<file path="src/rtl/ttw_pkg.sv">
// ----------------------------------------------------------------------------
// ttw_pkg : shared types and constants of the text terminal writer
// Field widths, operation codes, character codes, controller states and the
// command and status groups that pass between controller and datapath.
// ----------------------------------------------------------------------------
package ttw_pkg;

  localparam int OP_W    = 3;
  localparam int CHAR_W  = 8;
  localparam int COLOR_W = 8;
  localparam int COORD_W = 8;
  localparam int COL_W   = 7;
  localparam int LINE_W  = 5;
  localparam int CELL_W  = 16;

  localparam logic [CHAR_W-1:0] BLANK_CHAR   = 8'h20;
  localparam logic [CHAR_W-1:0] NEWLINE_CHAR = 8'h0A;

  // operation codes; the remaining codes change nothing
  localparam logic [OP_W-1:0] OP_PUT    = 3'd0;
  localparam logic [OP_W-1:0] OP_REMOVE = 3'd1;
  localparam logic [OP_W-1:0] OP_CLEAR  = 3'd2;
  localparam logic [OP_W-1:0] OP_SET    = 3'd3;
  localparam logic [OP_W-1:0] OP_READ   = 3'd4;

  typedef enum logic [2:0] {
    ST_INIT,
    ST_IDLE,
    ST_EXEC,
    ST_RD_WAIT,
    ST_SCROLL,
    ST_FILL,
    ST_DONE
  } state_t;

  typedef enum logic [2:0] {
    CUR_HOLD,
    CUR_ADVANCE,
    CUR_NEWLINE,
    CUR_BACK,
    CUR_HOME,
    CUR_SET
  } cur_op_t;

  typedef enum logic [2:0] {
    MEM_NONE,
    MEM_INIT,
    MEM_PUT,
    MEM_BLANK_BACK,
    MEM_READ,
    MEM_SCROLL,
    MEM_FILL
  } mem_op_t;

  typedef enum logic [1:0] {
    CNT_HOLD,
    CNT_CLEAR,
    CNT_INC
  } cnt_op_t;

  typedef struct packed {
    cur_op_t cur_op;
    mem_op_t mem_op;
    cnt_op_t cnt_op;
    logic    latch_item;
    logic    capture_word;
    logic    rd_direct;
    logic    load_out;
  } cmd_t;

  typedef struct packed {
    logic [OP_W-1:0] op;
    logic            is_newline;
    logic            at_home;
    logic            last_col;
    logic            last_line;
    logic            cnt_last;
    logic            scroll_end;
  } sts_t;

endpackage

</file>
<file path="src/rtl/ttw_ctrl.sv">
// ----------------------------------------------------------------------------
// ttw_ctrl : controller of the text terminal writer
// Sequences item acceptance, execution, screen passes and result hand-off.
// ----------------------------------------------------------------------------
module ttw_ctrl (
  input  logic          clk,
  input  logic          rst_n,
  input  logic          in_valid,
  output logic          in_ready,
  output logic          out_valid,
  input  logic          out_ready,
  input  ttw_pkg::sts_t sts,
  output ttw_pkg::cmd_t cmd
);

  ttw_pkg::state_t state_r, state_nxt;
  logic            out_valid_r, out_valid_nxt;
  logic            out_free;
  logic            need_scroll;

  assign out_free    = !out_valid_r || out_ready;
  assign need_scroll = sts.is_newline ? sts.last_line : (sts.last_col && sts.last_line);

  always_ff @(posedge clk) begin
    if (!rst_n) begin
      state_r     <= ttw_pkg::ST_INIT;
      out_valid_r <= 1'b0;
    end else begin
      state_r     <= state_nxt;
      out_valid_r <= out_valid_nxt;
    end
  end

  // next state
  always_comb begin
    state_nxt = state_r;
    case (state_r)
      ttw_pkg::ST_INIT: begin
        if (sts.cnt_last) state_nxt = ttw_pkg::ST_IDLE;
      end
      ttw_pkg::ST_IDLE: begin
        if (in_valid) state_nxt = ttw_pkg::ST_EXEC;
      end
      ttw_pkg::ST_EXEC: begin
        case (sts.op)
          ttw_pkg::OP_PUT: begin
            if (need_scroll)   state_nxt = ttw_pkg::ST_SCROLL;
            else if (out_free) state_nxt = ttw_pkg::ST_IDLE;
            else               state_nxt = ttw_pkg::ST_DONE;
          end
          ttw_pkg::OP_CLEAR: state_nxt = ttw_pkg::ST_FILL;
          ttw_pkg::OP_READ:  state_nxt = ttw_pkg::ST_RD_WAIT;
          default: begin
            state_nxt = out_free ? ttw_pkg::ST_IDLE : ttw_pkg::ST_DONE;
          end
        endcase
      end
      ttw_pkg::ST_RD_WAIT: begin
        state_nxt = out_free ? ttw_pkg::ST_IDLE : ttw_pkg::ST_DONE;
      end
      ttw_pkg::ST_SCROLL: begin
        if (sts.scroll_end) state_nxt = ttw_pkg::ST_FILL;
      end
      ttw_pkg::ST_FILL: begin
        if (sts.cnt_last) state_nxt = out_free ? ttw_pkg::ST_IDLE : ttw_pkg::ST_DONE;
      end
      ttw_pkg::ST_DONE: begin
        if (out_free) state_nxt = ttw_pkg::ST_IDLE;
      end
      default: state_nxt = ttw_pkg::ST_IDLE;
    endcase
  end

  // commands
  always_comb begin
    cmd.cur_op       = ttw_pkg::CUR_HOLD;
    cmd.mem_op       = ttw_pkg::MEM_NONE;
    cmd.cnt_op       = ttw_pkg::CNT_HOLD;
    cmd.latch_item   = 1'b0;
    cmd.capture_word = 1'b0;
    cmd.rd_direct    = 1'b0;
    cmd.load_out     = 1'b0;
    in_ready         = 1'b0;
    case (state_r)
      ttw_pkg::ST_INIT: begin
        cmd.mem_op = ttw_pkg::MEM_INIT;
        cmd.cnt_op = sts.cnt_last ? ttw_pkg::CNT_CLEAR : ttw_pkg::CNT_INC;
      end
      ttw_pkg::ST_IDLE: begin
        in_ready       = 1'b1;
        cmd.cnt_op     = ttw_pkg::CNT_CLEAR;
        cmd.latch_item = in_valid;
      end
      ttw_pkg::ST_EXEC: begin
        case (sts.op)
          ttw_pkg::OP_PUT: begin
            if (sts.is_newline) begin
              cmd.cur_op = ttw_pkg::CUR_NEWLINE;
            end else begin
              cmd.cur_op = ttw_pkg::CUR_ADVANCE;
              cmd.mem_op = ttw_pkg::MEM_PUT;
            end
            cmd.load_out = !need_scroll && out_free;
          end
          ttw_pkg::OP_REMOVE: begin
            if (!sts.at_home) begin
              cmd.cur_op = ttw_pkg::CUR_BACK;
              cmd.mem_op = ttw_pkg::MEM_BLANK_BACK;
            end
            cmd.load_out = out_free;
          end
          ttw_pkg::OP_CLEAR: cmd.cur_op = ttw_pkg::CUR_HOME;
          ttw_pkg::OP_SET: begin
            cmd.cur_op   = ttw_pkg::CUR_SET;
            cmd.load_out = out_free;
          end
          ttw_pkg::OP_READ: cmd.mem_op = ttw_pkg::MEM_READ;
          default: cmd.load_out = out_free;
        endcase
      end
      ttw_pkg::ST_RD_WAIT: begin
        cmd.capture_word = 1'b1;
        cmd.rd_direct    = 1'b1;
        cmd.load_out     = out_free;
      end
      ttw_pkg::ST_SCROLL: begin
        cmd.mem_op = ttw_pkg::MEM_SCROLL;
        cmd.cnt_op = sts.scroll_end ? ttw_pkg::CNT_HOLD : ttw_pkg::CNT_INC;
      end
      ttw_pkg::ST_FILL: begin
        cmd.mem_op   = ttw_pkg::MEM_FILL;
        cmd.cnt_op   = sts.cnt_last ? ttw_pkg::CNT_CLEAR : ttw_pkg::CNT_INC;
        cmd.load_out = sts.cnt_last && out_free;
      end
      ttw_pkg::ST_DONE: begin
        cmd.load_out = out_free;
      end
      default: begin
        cmd.cur_op = ttw_pkg::CUR_HOLD;
      end
    endcase
  end

  always_comb begin
    if (cmd.load_out)   out_valid_nxt = 1'b1;
    else if (out_ready) out_valid_nxt = 1'b0;
    else                out_valid_nxt = out_valid_r;
  end

  assign out_valid = out_valid_r;

endmodule

</file>
<file path="config.mk">
export PLATFORM = sky130hd
export DESIGN_NAME = ttw_ctrl
export DESIGN_NICKNAME = d
export VERILOG_FILES = /design/src/rtl/ttw_pkg.sv /design/src/rtl/ttw_ctrl.sv
export SDC_FILE = /design/constraint.sdc
export NUM_CORES = 1
export LEC_CHECK = 0
export ABC_AREA = 1
export ABC_CLOCK_PERIOD_IN_PS = 3300
export BUFFER_PORTS_ARGS = -buffer_cell sky130_fd_sc_hd__buf_2
export CAP_MARGIN = 20
export CORE_AREA = 2 2 39 41
export DETAILED_ROUTE_END_ITERATION = 8
export DIE_AREA = 0 0 41 43
export GPL_TIMING_DRIVEN = 0
export PLACE_DENSITY = 0.72
export SLEW_MARGIN = 20
export SYNTH_ARGS = -nofsm -noshare
export SYNTH_HDL_FRONTEND = slang
export SYNTH_SLANG_ARGS = --single-unit
</file>
<file path="constraint.sdc">
create_clock -name clk -period 3.3 [get_ports clk]
set_clock_uncertainty 0.1 [all_clocks]
set_input_delay 0.495 -clock clk [delete_from_list [all_inputs] [get_ports clk]]
set_output_delay 0.495 -clock clk [all_outputs]
set_load 0.03 [all_outputs]
</file>
==> impl_metrics.csv <==
group,metric,value,unit
clock_network,clock_latency,0.23,ns
setup_path,cp.arrival,1.55,ns
floorplan,rows,14,
timing,max_freq,465,MHz
global_routing,grt_pass1_vias,506,
clock_network,post_cts_resized,0,
timing,final.setup.tns,0,ns
timing,hold_viol_final,0,
routing,wirelength,1320,um
power,p_seq_frac,0.196,
placed_design,hpwl,1120,um
floorplan,die-height,43,um
power,ir_drop,0.305,mV
timing,setup_viol,0,
power,p_int,0.000162,W
routing,postRouteAntennaNets,0,
synthesis,yosysSeqAreaShare,0.148,
routing,drc_errors,0,
synthesis,synth_top_area_frac,0.173,
flow_run,max_cap_viol_count,0,
clock_network,cts_setup_buffers,0,
setup_path,critical_path_class,"primary input to output pin",
clock_network,cts.sinks,4,
setup_path,required,2.70,ns
routing,dr_total_vias,695,
clock_network,cts_tree,"built",
power,pwr-share-clk,0.182,
timing,tightest_slew,0.265,ns
power,p_sw_frac,0.492,
timing,whs,0.376,ns
power,switchingPower,0.000157,W
synthesis,synth.distinct_cells,22,
clock_network,cts-htree-levels,1,
global_routing,grt_max_degree,9,
timing,finalCritPeriodShare,0.651,
synthesis,synth.most_common_cell,"nand2_1",
floorplan,ios,27,
clock_network,cts_made_buffers,3,
outcome,outcome,"completed",
floorplan,die_area,0.00176,mm^2
timing,post-route-min-period,2.15,ns
timing,rsz0062_at_grt,"no",
placed_design,placed_cells,141,
synthesis,async_reset_ff_frac,0,
floorplan,start_util,0.392,
power,power_frac_comb,0.622,
placed_design,place_congestion,0.856,
power,leakagePower,0.446,nW
global_routing,antenna_found_initial,0,
finish,fillCellCount,156,
synthesis,synthFlopType,"dfxtp_1",
synthesis,yosysTopAreaCell,"nand2_1",
clock_network,cts-root-buf,"clkbuf_4",
power,p_per_area,448,mW/mm^2
synthesis,syn_inst,99,
min_path,min_path_type,"primary input to flop",
finish,syn2layout_area_growth,31.9,%
synthesis,yosys_register_bits,4,
setup_path,end_kind,"output pin",
clock_network,path_clk_slew,0.03,ns
finish,drive_gt1_frac,0.352,
timing,slew_headroom,0.823,
routing,routedWlPerCell,9.15,um
clock_network,clock_path_buffers,2,
global_routing,grt_util_all_layers,0.151,
finish,diodes,0,
finish,fin_nets,143,
synthesis,syn-cell-area,542,um^2
routing,vias_per_cell,4.83,
clock_network,hold_buffers,0,
floorplan,fp.coreArea,0.00138,mm^2
setup_path,crit_fanout,6,
timing,final_max_slew_viol_count,0,
setup_path,worstSetupStartpointType,"primary input",
placed_design,place_ws,1.17,ns
routing,first_iter_violations,18,
synthesis,avgSynthCellArea,5.47,um^2
routing,drt-pass1-iter-count,4,
synthesis,synth_edf_count,0,
global_routing,gr-total-overflow,0,
synthesis,yosysWarnings,0,
synthesis,syn_nets,112,
placed_design,port_buffers,26,
global_routing,grt_pass1_wl,1890,um
finish,layout.cells.non_filler,144,
synthesis,synth_common_cells,"25 x nand2_1, 14 x inv_1, 12 x nor2_1",
timing,worst_slack,1.15,ns
floorplan,die_width,41,um
synthesis,netlist_top_cells_area,"nand2_1 17%, dfxtp_1 15%, inv_1 9.7%",
[routing by layer]
metal / GRT usage / wire length [um] / vias up
li1: - / - / 375
met1: 0.205 / 622 / 301
met2: 0.234 / 617 / 19
met3: 0 / 77 / 0
met4: 0.0800 / 0 / 0
met5: 0 / 0 / -
[power by group through the flow]
stage          sequential [W]  clock (W)  combinational [W]
6_report            0.0000626  0.0000582           0.000199
5_1_grt             0.0000635  0.0000630           0.000218
4_1_cts             0.0000626  0.0000632           0.000200
3_5_place_dp        0.0000633          0           0.000200
3_3_place_gp        0.0000626          0           0.000198
2_1_floorplan       0.0000644          0           0.000150
[critical path, stage by stage]
cell     delay, ns
buf_2         0.09
inv_1         0.05
nand2_2       0.08
inv_1         0.16
nor2_1        0.09
o21ai_1       0.17
o21ai_0       0.12
buf_4         0.14
buf_2         0.16
[sequential cells by signal (all words and copies together) (netlist names)]
| signal | flops |
|---|---|
| out_valid | 1 |
| state_r | 3 |
[cell type report]
cell class                      instances  area, um^2  share of cell area
Multi-Input combinational cell         74         368               0.515
Clock buffer                            3        22.5              0.0315
Tap cell                               16        20.0              0.0280
Inverter                               18        67.6              0.0946
Timing Repair Buffer                   26         130               0.182
Buffer                                  3        26.3              0.0368
Sequential cell                         4        80.1               0.112
[path summary, 6_finish.rpt]
path                            startpoint         end  slack, ns  cells past startpoint
worst min-delay path                 rst_n   out_valid       0.38                      3
worst max-delay path             out_ready      cmd[0]       1.15                      9
worst max register to register  state_r[1]  state_r[0]       1.94                      7
worst min register to register  state_r[2]  state_r[2]       0.47                      2
[cells by family after synthesis]
family	Yosys count	share of synthesized area
flip-flops	4	0.148
buffers and inverters	21	0.173
AND/OR/NAND/NOR	52	0.439
AO/OA/AOI/OAI	22	0.240
[cells in the final DEF (no fill, tap or decap), types with 3 or more instances in the layout]
| cell type | count |
|---|---|
| buf_2 | 26 |
| nand2_1 | 25 |
| inv_1 | 14 |
| nor2_1 | 12 |
| o21ai_0 | 10 |
| nand3_1 | 6 |
| a21oi_1 | 6 |
| inv_2 | 4 |
| dfxtp_1 | 4 |
| clkbuf_4 | 3 |
[through the flow]
step | instance area [um^2] | util | power, W
5_1_grt | 714 | 0.516 | 0.000344
3_3_place_gp | 692 | 0.500 | 0.000260
4_1_cts | 714 | 0.516 | 0.000326
6_report | 714 | 0.516 | 0.000320
2_1_floorplan | 542 | - | 0.000215
3_5_place_dp | 692 | 0.500 | 0.000263
Power figures use the tool's default switching activity.
